===== config.mk =====
export PLATFORM = sky130hd
export DESIGN_NAME = bbr_back
export DESIGN_NICKNAME = d
export VERILOG_FILES = /design/src/design/assert_macros.svh /design/src/design/bbr_pkg.sv /design/src/design/bbr_back.sv
export SDC_FILE = /design/constraint.sdc
export NUM_CORES = 1
export LEC_CHECK = 0
export BUFFER_PORTS_ARGS = -buffer_cell sky130_fd_sc_hd__buf_2
export CAP_MARGIN = 40
export CORE_MARGIN = 3
export CORE_UTILIZATION = 40
export CTS_CLUSTER_DIAMETER = 120
export DETAILED_ROUTE_END_ITERATION = 8
export GPL_ROUTABILITY_DRIVEN = 0
export PLACE_DENSITY_LB_ADDON = 0.3
export SETUP_SLACK_MARGIN = 0.05
export SYNTH_ARGS = -nofsm -noshare
export SYNTH_HDL_FRONTEND = slang
export SYNTH_SLANG_ARGS = --single-unit

===== constraint.sdc =====
create_clock -name clk -period 9.76 [get_ports clk]
set_clock_uncertainty 0.05 [all_clocks]
set_input_delay 1.952 -clock clk [delete_from_list [all_inputs] [get_ports clk]]
set_output_delay 1.952 -clock clk [all_outputs]
set_load 0.005 [all_outputs]

===== src/design/assert_macros.svh =====
// Assertion macros used by the top-level design file.
// Simulation gets concurrent assertions; synthesis gets empty bodies.
`ifndef ASSERT_MACROS_SVH
`define ASSERT_MACROS_SVH
`ifndef SYNTHESIS
// Check prop on each clock edge, skipped while rst is high.
`define ASSERT_CLK(label, clk, rst, prop) \
  label: assert property (@(posedge clk) disable iff (rst) prop) \
    else $error("box blur assertion failed");
// Check prop on each clock edge, reset included.
`define ASSERT_ALWAYS(label, clk, prop) \
  label: assert property (@(posedge clk) prop) \
    else $error("box blur assertion failed");
`else
`define ASSERT_CLK(label, clk, rst, prop)
`define ASSERT_ALWAYS(label, clk, prop)
`endif
`endif


===== src/design/bbr_pkg.sv =====
// Shared types and constants of the 3x3 box blur.
// No dependencies; imported by the top level, bbr_front and bbr_back.
package bbr_pkg;

  localparam int MAX_WIDTH_DEF      = 512;
  localparam int MAX_HEIGHT         = 512;
  localparam int ROW_W              = $clog2(MAX_HEIGHT);
  localparam int CFG_W              = 10;
  localparam int CFG_IDX_W          = 1;
  localparam int FRAME_WIDTH_RESET  = 512;
  localparam int FRAME_HEIGHT_RESET = 512;
  localparam int CSUM_W             = 10;
  localparam int SUM_W              = 12;
  localparam int MID_DEPTH          = 4;
  localparam int OUT_DEPTH          = 4;
  localparam int MID_CNT_W          = $clog2(MID_DEPTH + 1);
  localparam int OUT_CNT_W          = $clog2(OUT_DEPTH + 1);

  localparam logic [CFG_IDX_W-1:0] REG_FRAME_WIDTH  = 1'b0;
  localparam logic [CFG_IDX_W-1:0] REG_FRAME_HEIGHT = 1'b1;

  typedef struct packed {
    logic [7:0] r;
    logic [7:0] g;
    logic [7:0] b;
  } rgb_t;

  typedef struct packed {
    logic [CSUM_W-1:0] r;
    logic [CSUM_W-1:0] g;
    logic [CSUM_W-1:0] b;
  } csum_t;

  // Entry from front to back: a pass pixel or three column sums to average.
  typedef struct packed {
    logic        is_mean;
    logic        frame_end;
    rgb_t        pix;
    csum_t [2:0] col;
  } mid_t;

  typedef struct packed {
    logic frame_end;
    rgb_t pix;
  } out_t;

endpackage


===== src/design/bbr_back.sv =====
// Back of the box blur: nine-pixel sum and divide by nine per channel for mean
// entries; other entries pass their pixel through. Depends on bbr_pkg.
module bbr_back (
  input  logic                          clk,
  input  logic                          rst,
  input  logic                          mid_empty,
  input  bbr_pkg::mid_t                 mid_data,
  output logic                          mid_pop,
  input  logic [bbr_pkg::OUT_CNT_W-1:0] out_count,
  output logic                          out_push,
  output bbr_pkg::out_t                 out_data
);
  import bbr_pkg::*;

  localparam int RECIP_SHIFT = 16;
  localparam int RECIP_9     = (1 << RECIP_SHIFT) / 9 + 1;
  localparam int PROD_W      = SUM_W + RECIP_SHIFT - 2;

  // Multiply by a rounded-up reciprocal; exact floor for sums up to 9 * 255.
  function automatic logic [7:0] div9(input logic [SUM_W-1:0] s);
    logic [PROD_W-1:0] p;
    p = PROD_W'(s) * PROD_W'(RECIP_9);
    return p[RECIP_SHIFT +: 8];
  endfunction

  logic             room;
  logic             a_valid;
  logic             a_is_mean;
  logic             a_frame_end;
  rgb_t             a_pix;
  logic [SUM_W-1:0] a_sum_r;
  logic [SUM_W-1:0] a_sum_g;
  logic [SUM_W-1:0] a_sum_b;
  logic             b_valid;
  out_t             b_data;
  rgb_t             mean_pix;

  assign room    = (32'(out_count) + 32'(a_valid) + 32'(b_valid)) < OUT_DEPTH;
  assign mid_pop = !mid_empty && room;

  always_comb begin
    mean_pix.r = div9(a_sum_r);
    mean_pix.g = div9(a_sum_g);
    mean_pix.b = div9(a_sum_b);
  end

  always_ff @(posedge clk) begin
    if (rst) begin
      a_valid <= 1'b0;
      b_valid <= 1'b0;
    end else begin
      a_valid <= mid_pop;
      b_valid <= a_valid;
    end
  end

  always_ff @(posedge clk) begin
    a_is_mean   <= mid_data.is_mean;
    a_frame_end <= mid_data.frame_end;
    a_pix       <= mid_data.pix;
    a_sum_r     <= SUM_W'(mid_data.col[0].r) + SUM_W'(mid_data.col[1].r) +
                   SUM_W'(mid_data.col[2].r);
    a_sum_g     <= SUM_W'(mid_data.col[0].g) + SUM_W'(mid_data.col[1].g) +
                   SUM_W'(mid_data.col[2].g);
    a_sum_b     <= SUM_W'(mid_data.col[0].b) + SUM_W'(mid_data.col[1].b) +
                   SUM_W'(mid_data.col[2].b);
    b_data.frame_end <= a_frame_end;
    b_data.pix       <= a_is_mean ? mean_pix : a_pix;
  end

  assign out_push = b_valid;
  assign out_data = b_data;

endmodule

==> flow_summary_export.csv <==
group,metric,value,unit
outcome,run_status,"finished, final reports clean",
setup_path,r2r_cells,19,
layout,fin_nets,1586,
setup_path,slowest_stage,"or4_1",
setup_path,critical-path-max-stage-delay,0.56,ns
setup_path,arrival,5.60,ns
die,row_count,56,
timing,min_period,5.42,ns
setup_path,start_kind,"flip-flop",
routing,avgRoutedWirePerCell,13.3,um
layout,layout_commonest_cell,"ha_1",
synth,synth_ff_type,"dfxtp_1",
routing,remaining_drc_errors,0,
timing,setup_viol,0,
synth,synthMuxAreaShare,2.18,%
clock_network,postCtsSetupBuffers,0,
clock_network,clock_latency,0.35,ns
timing,relSlewSlack,64.9,%
setup_path,crit_path_end_kind,"flip-flop",
die,start_util,41.5,%
die,die_area,0.0267,mm^2
routing,drt-pass1-iter-count,4,
die,die_y,163,um
place,io_buffers,148,
setup_path,crit_required,9.95,ns
timing,rsz0062_at_grt,"false",
setup_path,crit_path_frequent_cell,"inv_1",
layout,fillers,2270,
synth,yosys.area_share.adder,52.9,%
clock_network,clk_pin_slew,0.07,ns
synth,syn_inst,961,
grt,grt_antenna_before_repair,0,
clock_network,cts_made_buffers,9,
die,boundaryPins,149,
setup_path,cp_max_fo,5,
layout,syn2layout_area_growth,14.2,%
synth,synth_xor_area_share,4.59,%
hold_path,min_path_cells,0,
hold_path,min_path_type,"flip-flop to flip-flop",
routing,ant_nets,0,
synth,ys_seq_area_share,18.0,%
timing,hold_viol,0,
synth,synth.distinct_cells,48,
synth,syn_area,0.00991,mm^2
clock_network,cts_sinks,89,
timing,tightestPinTransition,0.520,ns
synth,synth_top_family_by_area,"adder cells",
layout,diodes,0,
layout,final_cell_mix,"ha_1, inv_1, buf_2, fa_1, dfxtp_1",
die,die_x,163,um
job,maxCapViolCount,0,
grt,grt_pass1_wl,32700,um
clock_network,clockBufferDepth,2,
setup_path,crit_path_cell_trace,"inv_1 -> fa_1 -> inv_1 -> ha_1 -> inv_1 -> fa_1 -> inv_1 -> fa_1 -> inv_1 -> fa_1 -> inv_1 -> ha_1 -> and3_1 -> a221oi_1 -> nor3b_1 -> or4_1 -> a311oi_2 -> xnor2_1 -> mux2_4",
synth,synth_compound_area_share,8.47,%
clock_network,cts_hold_buf,0,
synth,synth_edf_count,0,
setup_path,cp.depth,19,
synth,ys_ff_latch,89,
synth,syn_avg_cell_area,10.3,um^2
grt,grt_pass1_vias,7028,
setup_path,path_buf_inv,6,
routing,vias,6704,
synth,yosys.area_share.simple,5.52,%
synth,syn_nets,1430,
clock_network,cts_root_buf,"clkbuf_16",
timing,max_freq,185,MHz
clock_network,h-tree-depth,3,
setup_path,criticalPathCategory,"flip-flop to flip-flop",
timing,min_period_over_period,55.5,%
place,dp_hpwl,17100,um
routing,drtIter0Drc,212,
synth,synthArstFlopShare,0,%
timing,tns,0,ns
grt,grt_max_degree,34,
clock_network,post_cts_resized,0,
routing,wl,19200,um
grt,grt_overflow,0,
die,core,0.0239,mm^2
timing,final_max_slew_viol_count,0,
layout,drive_gt1_share,16.8,%
layout,utilization,47.4,%
synth,synth.yosys.warnings,0,
clock_network,cts_tree,"yes",
grt,grt.total_usage,15.2,%
setup_path,crit_family,"adder cells",
routing,vias_per_cell,4.65,
[stage by stage]
stage	cell area, um^2	std cells	setup WS (ns)	hold slack (ns)
after floorplan	9910	961	4.61	0.260
after global placement	11000	1425	4.42	0.268
after detailed placement	11000	1425	4.36	0.276
after CTS	11300	1441	4.32	0.288
after global routing	11300	1441	4.09	0.295
final	11300	1441	4.34	0.284
[path summary, 6_finish.rpt]
check | from | end | slack, ns
max | a_sum_r[3]$_DFF_P_ | out_data[20]$_DFF_P_ | 4.34
min | a_frame_end$_DFF_P_ | out_data[24]$_DFF_P_ | 0.28
max reg2reg | a_sum_r[3]$_DFF_P_ | out_data[20]$_DFF_P_ | 4.34
min reg2reg | a_frame_end$_DFF_P_ | out_data[24]$_DFF_P_ | 0.28
[sequential cells by signal, summed over array words and instances, names as in the netlist]
signal       flops
out_data        25
a_pix           24
a_sum_b         12
a_sum_g         12
a_sum_r         12
a_frame_end      1
a_is_mean        1
a_valid          1
out_push         1
[logic make-up after synthesis]
group / Yosys count
AOI/OAI and AO/OA: 124
xor gates and xnor gates: 52
adders and majority gates: 347
buffers and inverters: 221
DFF: 89
muxes: 19
and+or+nand+nor: 109
[cell usage after synthesis (2+ instances only)]
master / number / area, um^2
a2111oi_0: 4 / 35.0
xnor2_1: 32 / 280
clkbuf_1: 3 / 11.3
a31oi_1: 2 / 12.5
ha_1: 227 / 2840
o31ai_1: 2 / 15.0
nand4_1: 7 / 43.8
and2_1: 4 / 25.0
a211oi_1: 5 / 37.5
nand2_1: 25 / 93.8
inv_1: 217 / 815
nand2b_1: 4 / 25.0
nor3b_1: 2 / 15.0
a21o_1: 19 / 143
nand3_1: 9 / 45.0
o311ai_0: 3 / 26.3
a221oi_1: 3 / 26.3
o22ai_1: 2 / 12.5
xor2_1: 20 / 175
a21boi_0: 5 / 37.5
o21bai_1: 3 / 22.5
o21ai_0: 24 / 120
o21a_1: 10 / 75.1
dfxtp_1: 89 / 1780
nor2_1: 21 / 78.8
fa_1: 120 / 2400
nor3_1: 16 / 80.1
mux2_2: 17 / 191
a21oi_1: 32 / 160
nor2b_1: 8 / 50.1
and3_1: 9 / 56.3
[worst reg2reg max path: stages (launching register included)]
cell and delay, ns:
dfxtp_1 0.41, inv_1 0.11, fa_1 0.49, inv_1 0.05
ha_1 0.30, inv_1 0.06, fa_1 0.50, inv_1 0.05
fa_1 0.49, inv_1 0.05, fa_1 0.52, inv_1 0.04
ha_1 0.31, and3_1 0.18, a221oi_1 0.35, nor3b_1 0.08
or4_1 0.56, a311oi_2 0.33, xnor2_1 0.09, mux2_4 0.25
[routing by layer]
metal	wire length [um]	GRT usage, %
met3	681	2.74
met4	269	3.73
met2	8950	25.7
met1	9320	20.4
met5	0	0
[cell type report]
type,instances,area (um^2),area share (%)
clock buffers,9,225,1.99
clock inverters,7,52.6,0.464
inverters,217,815,7.19
multi-input cells,651,7300,64.5
flip-flops and latches,89,1780,15.7
well taps,319,399,3.53
repair buffers,149,748,6.61
Power is left out: the tool's default activity adds up to more than one toggle a clock period on the data nets, which glitch-free logic cannot reach.
