## src/design/assert_macros.svh

```systemverilog
// Assertion macros used by the top-level design file.
// Simulation gets concurrent assertions; synthesis gets empty bodies.
`ifndef ASSERT_MACROS_SVH
`define ASSERT_MACROS_SVH
`ifndef SYNTHESIS
// Check prop on each clock edge, skipped while rst is high.
`define ASSERT_CLK(label, clk, rst, prop) \
  label: assert property (@(posedge clk) disable iff (rst) prop) \
    else $error("box blur assertion failed");
// Check prop on each clock edge, reset included.
`define ASSERT_ALWAYS(label, clk, prop) \
  label: assert property (@(posedge clk) prop) \
    else $error("box blur assertion failed");
`else
`define ASSERT_CLK(label, clk, rst, prop)
`define ASSERT_ALWAYS(label, clk, prop)
`endif
`endif

```

## src/design/bbr_fifo.sv

```systemverilog
// Small register queue with occupancy count.
// No dependencies; used between front and back and at the result side.
module bbr_fifo #(
  parameter int WIDTH = 8,
  parameter int DEPTH = 4
) (
  input  logic                       clk,
  input  logic                       rst,
  input  logic                       push,
  input  logic [WIDTH-1:0]           wr_data,
  input  logic                       pop,
  output logic [WIDTH-1:0]           rd_data,
  output logic                       empty,
  output logic [$clog2(DEPTH+1)-1:0] count
);

  localparam int PTR_W = (DEPTH > 1) ? $clog2(DEPTH) : 1;
  localparam int CNT_W = $clog2(DEPTH + 1);

  logic [WIDTH-1:0] mem [DEPTH];
  logic [PTR_W-1:0] wr_ptr;
  logic [PTR_W-1:0] rd_ptr;

  function automatic logic [PTR_W-1:0] ptr_inc(input logic [PTR_W-1:0] p);
    return (p == PTR_W'(DEPTH - 1)) ? '0 : p + PTR_W'(1);
  endfunction

  assign rd_data = mem[rd_ptr];
  assign empty   = (count == '0);

  always_ff @(posedge clk) begin
    if (push) begin
      mem[wr_ptr] <= wr_data;
    end
  end

  always_ff @(posedge clk) begin
    if (rst) begin
      wr_ptr <= '0;
      rd_ptr <= '0;
      count  <= '0;
    end else begin
      if (push) begin
        wr_ptr <= ptr_inc(wr_ptr);
      end
      if (pop) begin
        rd_ptr <= ptr_inc(rd_ptr);
      end
      unique case ({push, pop})
        2'b10:   count <= count + CNT_W'(1);
        2'b01:   count <= count - CNT_W'(1);
        default: count <= count;
      endcase
    end
  end

endmodule

```

## config.mk

```make
export PLATFORM = sky130hd
export DESIGN_NAME = bbr_fifo
export DESIGN_NICKNAME = d
export VERILOG_FILES = /design/src/design/assert_macros.svh /design/src/design/bbr_fifo.sv
export SDC_FILE = /design/constraint.sdc
export NUM_CORES = 1
export LEC_CHECK = 0
export BUFFER_PORTS_ARGS = -buffer_cell sky130_fd_sc_hd__buf_4
export CAP_MARGIN = 5
export CORE_MARGIN = 3
export CORE_UTILIZATION = 59
export CTS_BUF_LIST = sky130_fd_sc_hd__clkbuf_8 sky130_fd_sc_hd__clkbuf_16
export DETAILED_ROUTE_END_ITERATION = 12
export PLACE_DENSITY_LB_ADDON = 0.25
export SETUP_SLACK_MARGIN = 0.15
export SLEW_MARGIN = 10
export SYNTH_ARGS = -nofsm -noshare
export SYNTH_HDL_FRONTEND = slang
export SYNTH_SLANG_ARGS = --single-unit
```

## constraint.sdc

```tcl
create_clock -name clk -period 2.1 [get_ports clk]
set_input_delay 0 -clock clk [delete_from_list [all_inputs] [get_ports clk]]
set_output_delay 0 -clock clk [all_outputs]
set_load 0.02 [all_outputs]
```

==> results of run 1 <==
[layout by cell type (no fill, tap or decap), types with 2 or more instances in the layout]
master / n
sky130_fd_sc_hd__mux2i_1: 2
sky130_fd_sc_hd__mux4_2: 8
sky130_fd_sc_hd__dfxtp_1: 9
sky130_fd_sc_hd__nor2_1: 7
sky130_fd_sc_hd__inv_1: 7
sky130_fd_sc_hd__dlygate4sd3_1: 9
sky130_fd_sc_hd__edfxtp_1: 32
sky130_fd_sc_hd__xor2_1: 2
sky130_fd_sc_hd__nor3b_1: 2
sky130_fd_sc_hd__and2_1: 4
sky130_fd_sc_hd__buf_4: 23
sky130_fd_sc_hd__clkbuf_16: 2
sky130_fd_sc_hd__ha_1: 6
sky130_fd_sc_hd__a21oi_1: 4
sky130_fd_sc_hd__clkbuf_8: 5
[area by class of cell]
class,instances,share of cell area
Sequential cell,41,0.569
Multi-Input combinational cell,39,0.207
Clock buffer,7,0.0592
Clock inverter,1,0.00249
Tap cell,30,0.0187
Timing Repair Buffer,32,0.131
Inverter,7,0.0131
[sequential cells by signal (all words and copies together), names as in the netlist, named ones only]
name / count
rd_ptr: 2
wr_ptr: 2
mem: 32
count: 3
[cells by family (layout without fill, tap and decap cells)]
logic type | Yosys count | after routing | share of synthesized area
DFF | 41 | 41 | 0.714
adders and majority gates | 7 | 7 | 0.0595
muxes | 10 | 10 | 0.125
buffers and inverters | 9 | 47 | 0.0266
and+or+nand+nor | 15 | 15 | 0.0485
AOI/OAI and AO/OA | 5 | 5 | 0.0156
xor gates and xnor gates | 2 | 2 | 0.0110
[worst min path at each step]
stage,startpoint,slack (ps),depth (start not counted),end
after floorplan,rst,70,1,count[2]
after global placement,wr_data[7],200,1,mem[2][7]
after detailed placement,wr_data[1],200,1,mem[0][1]
after CTS,push,4,3,wr_ptr[1]
after global routing,push,20,3,wr_ptr[1]
final,push,6,3,wr_ptr[1]
[stage by stage]
stage | hold WS, ps | total power (µW) | setup slack, ps | utilization | instances
floorplan | 69.1 | 1100 | 472 | - | 89
global placement | 199 | 1180 | 605 | 0.711 | 140
detailed placement | 204 | 1190 | 535 | 0.711 | 140
CTS | 4.10 | 1840 | 317 | 0.796 | 157
global route | 25.0 | 1900 | 236 | 0.796 | 157
finish | 6.25 | 1820 | 364 | 0.796 | 157
[worst max-delay path, cell delays in order (launching register included)]
cell	delay (ps)
sky130_fd_sc_hd__dfxtp_1	680
sky130_fd_sc_hd__mux4_2	590
sky130_fd_sc_hd__buf_4	180
[where the power goes]
| part | internal [µW] | switching, µW | total [µW] |
|---|---|---|---|
| registers | 917 | 31.3 | 948 |
| clock network | 376 | 258 | 634 |
| logic | 120 | 118 | 239 |
[timing repair]
action                                 CTS  global route
endpoints found under the hold margin   41             0
setup buffers                            0             0
hold buffers                             9             0
[routing by layer]
metal / wire [µm] / track usage
met5: 0 / 0
met4: 48 / 0.0795
met3: 131 / 0.0713
met2: 1410 / 0.350
met1: 1010 / 0.184
==> impl_metrics.csv, run 1 <==
group,metric,value,unit
outcome,result_of_the_run,"complete, no violations",
routing,via_count,842,
routing,final_antenna_net_count,0,
setup_path,r2r-end,"count[2]",
cts,worst_setup_hold_path_clk_slew,80,ps
final_layout,regArea,0.00114,mm²
cts,cts_root_buf,"sky130_fd_sc_hd__clkbuf_8",
cts,post_cts_resized,0,
cts,clk_latency,290,ps
setup_path,timing.setup.critical_path_class,"flop to primary output",
routing,detail_route.wl_per_cell,16.6,µm
global_route,largest_net_degree_at_the_start_of_global_routing,14,
sta,slew_headroom,0.627,
power_and_ir_drop,power.ir.vdd_worst,0.664,mV
die,die_h,58.1,µm
final_layout,layout_area_growth_over_synthesis,25.5,%
place,globalplace.congestion,0.638,
setup_path,worst_setup_path_endpoint,"rd_data[2]",
sta,report.final.hold_viol_count,0,
logic_synthesis,synth_seq_area_share,0.714,
min_path,hold_crit_path_type,"primary input to flop",
power_and_ir_drop,p_leak,0.000758,µW
logic_synthesis,syn_avg_cell_area,18.0,µm²
logic_synthesis,syn_inst,89,
sta,tcrit_tclk_final,0.827,
setup_path,worst-r2r-cell-count,5,
cts,cts_buffers,5,
routing,detailedRoute.firstPassIterationCount,6,
power_and_ir_drop,p_per_area,907,mW/mm²
flow_run,max_cap_violations,0,
setup_path,timing.critical_path.from_type,"flop",
global_route,grt_antenna_before_repair,0,
die,design.portCount,24,
sta,report.final.setup_viol,0,
global_route,first_global_vias,923,
global_route,gr-total-overflow,0,
final_layout,num-nets-final,145,
routing,routed_wl,2.60,mm
logic_synthesis,yosys_register_bits,41,
sta,timing.clock.skew,3.75,ps
cts,clock_sink_count,41,
routing,detailedRoute.firstIterationViolations,9,
final_layout,final.fill_count,138,
die,placementRows,18,
final_layout,multiInputGateArea,415,µm²
cts,cts_h_tree_depth,2,
final_layout,antenna_cells_inserted,0,
place,io_buffer_count,23,
setup_path,timing.reg2reg.setup_slack,540,ps
global_route,wire_length_of_the_first_global_routing_pass,4.31,mm
logic_synthesis,synth.top_cells.by_area,"sky130_fd_sc_hd__edfxtp_1 (60%), sky130_fd_sc_hd__dfxtp_1 (11%), sky130_fd_sc_hd__mux4_2 (11%)",
setup_path,worst-endpoint-arrival,1740,ps
setup_path,path_max_fanout,8,
logic_synthesis,synth_flop_cell,"sky130_fd_sc_hd__edfxtp_1",
die,die_w,58.1,µm
setup_path,timing.critical_path.to_type,"primary output",
logic_synthesis,syn-num-nets,108,
die,core-area,0.00252,mm²
logic_synthesis,synthMostInstantiatedCell,"sky130_fd_sc_hd__edfxtp_1",
routing,detail_route.vias_per_cell,5.36,
sta,maxClockFrequency,576,MHz
logic_synthesis,synth_largest_type_area_fraction,0.601,
setup_path,cp_data_required_time,2100,ps
place,post_dp_cell_area,0.00179,mm²
die,start_util,0.634,
setup_path,rr_startpoint,"count[0]",
place,post-dp-hpwl,1.75,mm
cts,tritoncts,"done",
cts,cts-root-to-sink-buffers,2,
sta,timing_max_transition_violations_final,0,
routing,remaining_drc_errors,0,
final_layout,layout-drive-gt1-share,0.307,
sta,grt_setup_unrepaired,"false",
logic_synthesis,post_synth_instance_area,0.00160,mm²
global_route,grt_usage,0.188,
sta,timing.final.crit_period,1740,ps
logic_synthesis,synthTopCellsByCount,"sky130_fd_sc_hd__edfxtp_1 (32), sky130_fd_sc_hd__dfxtp_1 (9), sky130_fd_sc_hd__mux4_2 (8)",
logic_synthesis,post_synth_edffs,32,
logic_synthesis,asyncSetResetFlopFracSynth,0,
final_layout,postLayoutCellArea,0.00201,mm²
logic_synthesis,synth.largest_area_cell,"sky130_fd_sc_hd__edfxtp_1",
sta,max_slew.worst_pin.slew,559,ps
logic_synthesis,yosys.cell_types.count,17,
sta,final_setup_tns,0,ps
die,die_outline_area,0.00337,mm²
logic_synthesis,synth_warnings,0,
No activity file was read; power rests on OpenSTA's default activity.
==> run 2: changes to the inputs <==
--- a/config.mk
+++ b/config.mk
@@ -5,10 +5,11 @@
 export SDC_FILE = /design/constraint.sdc
 export NUM_CORES = 1
 export LEC_CHECK = 0
+export ABC_AREA = 1
 export BUFFER_PORTS_ARGS = -buffer_cell sky130_fd_sc_hd__buf_4
 export CAP_MARGIN = 5
 export CORE_MARGIN = 3
-export CORE_UTILIZATION = 59
+export CORE_UTILIZATION = 55
 export CTS_BUF_LIST = sky130_fd_sc_hd__clkbuf_8 sky130_fd_sc_hd__clkbuf_16
 export DETAILED_ROUTE_END_ITERATION = 12
 export PLACE_DENSITY_LB_ADDON = 0.25
==> constraint.sdc (replaced) <==
create_clock -name clk -period 1.82 [get_ports clk]
set_input_delay 0 -clock clk [delete_from_list [all_inputs] [get_ports clk]]
set_output_delay 0 -clock clk [all_outputs]
set_load 0.02 [all_outputs]
==> run 2 against run 1 <==
  * Sequential cell count is the same
  * Die area grew 9.5%
  * First-iteration DRC count grew to 4.4 times the previous value
  * Clock skew grew 4.7 ps
  * Synthesized area grew 3.1%
  * Via count grew 28%
  * Sequential share of layout area shrank 0.33 points
  * Largest power group unchanged
==> impl_metrics.csv, run 2 <==
group,metric,value,unit
outcome,result_of_the_run,"complete, no violations",
die,start_util,0.588,
logic_synthesis,asyncSetResetFlopFracSynth,0,
logic_synthesis,syn_avg_cell_area,12.2,µm²
cts,cts_h_tree_depth,2,
logic_synthesis,synth_warnings,0,
sta,report.final.hold_viol_count,0,
cts,clock_sink_count,41,
logic_synthesis,yosys_register_bits,41,
logic_synthesis,syn-num-nets,154,
setup_path,crit_path_max_incr_delay,410,ps
final_layout,layout.core_utilization,0.720,
place,io_buffer_count,23,
sta,tcrit_tclk_final,0.796,
setup_path,slowest_stage,"sky130_fd_sc_hd__dfxtp_1",
global_route,grt_usage,0.182,
final_layout,num-nets-final,192,
setup_path,timing.setup.critical_path_class,"flop to primary output",
sta,maxClockFrequency,690,MHz
sta,timing_max_transition_violations_final,0,
sta,grt_setup_unrepaired,"false",
power_and_ir_drop,total_power,1940,µW
logic_synthesis,post_synth_instance_area,0.00165,mm²
setup_path,cp_data_required_time,1820,ps
power_and_ir_drop,p_per_area,959,mW/mm²
sta,post-route-worst-setup-slack,371,ps
power_and_ir_drop,p_leak,0.000823,µW
routing,detailedRoute.firstIterationViolations,40,
sta,timing.clock.skew,8.48,ps
logic_synthesis,synth_largest_type_area_fraction,0.583,
cts,clk_latency,290,ps
final_layout,final_common_cell,"sky130_fd_sc_hd__edfxtp_1",
power_and_ir_drop,power.ir.vdd_worst,0.645,mV
final_layout,largest_registers,"mem: 32 flops, count: 3 flops",
global_route,wire_length_of_the_first_global_routing_pass,4.69,mm
sta,final_setup_tns,0,ps
setup_path,timing.reg2reg.setup_slack,490,ps
die,placementRows,19,
cts,worst_setup_hold_path_clk_slew,70,ps
place,globalplace.congestion,0.683,
place,dp_worst_setup_slack,481,ps
sta,timing.final.crit_period,1450,ps
logic_synthesis,synth.top_cells.by_area,"sky130_fd_sc_hd__edfxtp_1 (58%), sky130_fd_sc_hd__dfxtp_1 (11%), sky130_fd_sc_hd__o21ai_0 (4.9%)",
logic_synthesis,synthTopCellsByCount,"sky130_fd_sc_hd__edfxtp_1 (32), sky130_fd_sc_hd__nor2_1 (19), sky130_fd_sc_hd__inv_1 (17)",
sta,report.final.setup_viol,0,
cts,tritoncts,"done",
logic_synthesis,synthMostInstantiatedCell,"sky130_fd_sc_hd__edfxtp_1",
logic_synthesis,syn_inst,135,
flow_run,max_cap_violations,0,
final_layout,top_register,"mem",
final_layout,antenna_cells_inserted,0,
die,die_outline_area,0.00369,mm²
cts,cts-root-to-sink-buffers,2,
routing,detailedRoute.firstPassIterationCount,4,
global_route,gr-total-overflow,0,
place,post-dp-hpwl,2.00,mm
global_route,first_global_vias,1061,
logic_synthesis,synth.largest_area_cell,"sky130_fd_sc_hd__edfxtp_1",
setup_path,path_cells,"inv_1 -> o21ai_0 -> o22ai_1 -> buf_4",
final_layout,layout_area_growth_over_synthesis,22.5,%
setup_path,timing.critical_path.from_type,"flop",
setup_path,timing.critical_path.to_type,"primary output",
routing,routed_wl,2.99,mm
logic_synthesis,synth_seq_area_share,0.692,
final_layout,flip_flop_count_of_the_largest_register_all_copies_and_words_added,32,
die,design.portCount,24,
final_layout,layout-drive-gt1-share,0.207,
routing,detail_route.wl_per_cell,14.6,µm
global_route,grt_antenna_before_repair,0,
die,core-area,0.00281,mm²
logic_synthesis,yosys.cell_types.count,18,
logic_synthesis,post_synth_edffs,32,
setup_path,path_max_fanout,9,
setup_path,worst-endpoint-arrival,1450,ps
routing,remaining_drc_errors,0,
cts,cts_buffers,5,
die,die_h,60.8,µm
final_layout,most-common-layout-cells,"sky130_fd_sc_hd__edfxtp_1 (32), sky130_fd_sc_hd__buf_4 (24), sky130_fd_sc_hd__nor2_1 (19)",
logic_synthesis,synth_flop_cell,"sky130_fd_sc_hd__edfxtp_1",
routing,via_count,1074,
routing,final_antenna_net_count,0,
global_route,largest_net_degree_at_the_start_of_global_routing,17,
cts,cts_root_buf,"sky130_fd_sc_hd__clkbuf_8",
routing,detail_route.vias_per_cell,5.24,
sta,max_slew.worst_pin.slew,381,ps
sta,slew_headroom,0.745,
die,die_w,60.8,µm
sta,fin_hold_ws,56.9,ps
min_path,hold_crit_path_type,"primary input to flop",
run 2: area by class of cell:
cell class              instances  area, µm²
clock buffers                   5       68.8
clock inverters                 3       15.0
fillers                       193        785
inverters                      18       67.6
multi-input cells              74        418
flip-flops and latches         41       1140
well taps                      31       38.8
repair buffers                 33        270
run 2: per-layer routing:
metal | GRT usage | routed length, µm
met5 | 0 | 0
met4 | 0.0557 | 29
met3 | 0.0574 | 94
met2 | 0.336 | 1600
met1 | 0.198 | 1260
run 2: path summary, 6_finish.rpt:
kind | startpoint | end | cells after the start
setup reg to reg | count[0] | count[2] | 8
hold / removal | pop | flop | 3
hold reg to reg | wr_ptr[1] | wr_ptr[1] | 2
setup / recovery | flop | rd_data[7] | 4
run 2: cells by family (layout without fill, tap and decap cells):
logic type / count (synthesis) / in the layout / share of synthesized area
fa+ha+maj: 7 / 7 / 0.0577
compound gates: 33 / 33 / 0.111
simple gates: 34 / 34 / 0.0850
flops: 41 / 41 / 0.692
buf+inv: 20 / 59 / 0.0546
run 2: where the power goes:
group / total [µW] / switching (µW) / leakage, µW / internal [µW]
sequential: 1090 / 30.2 / 0.000369 / 1060
clock: 550 / 290 / 0.0000430 / 260
combinational: 299 / 173 / 0.000411 / 126
total: 1940 / 492 / 0.000823 / 1450
run 2: repair_timing:
item / CTS / global route
setup buffers: 0 / 0
endpoints found under the hold margin: 35 / 0
resized for setup: 0 / 1
setup endpoints to repair: 0 / 1
hold buffers: 9 / 0
run 2: critical path, delay by kind of cell (launching register included):
kind,cells,cell delay (ps)
AO/OA/AOI/OAI,2,290
buffers and inverters,2,470
flip-flops,1,410
run 2: per-stage QoR:
step	instances	instance area, µm²
6_report	205	2020
5_1_grt	205	2020
4_1_cts	205	2020
3_5_place_dp	188	1850
3_3_place_gp	188	1850
2_1_floorplan	135	1650
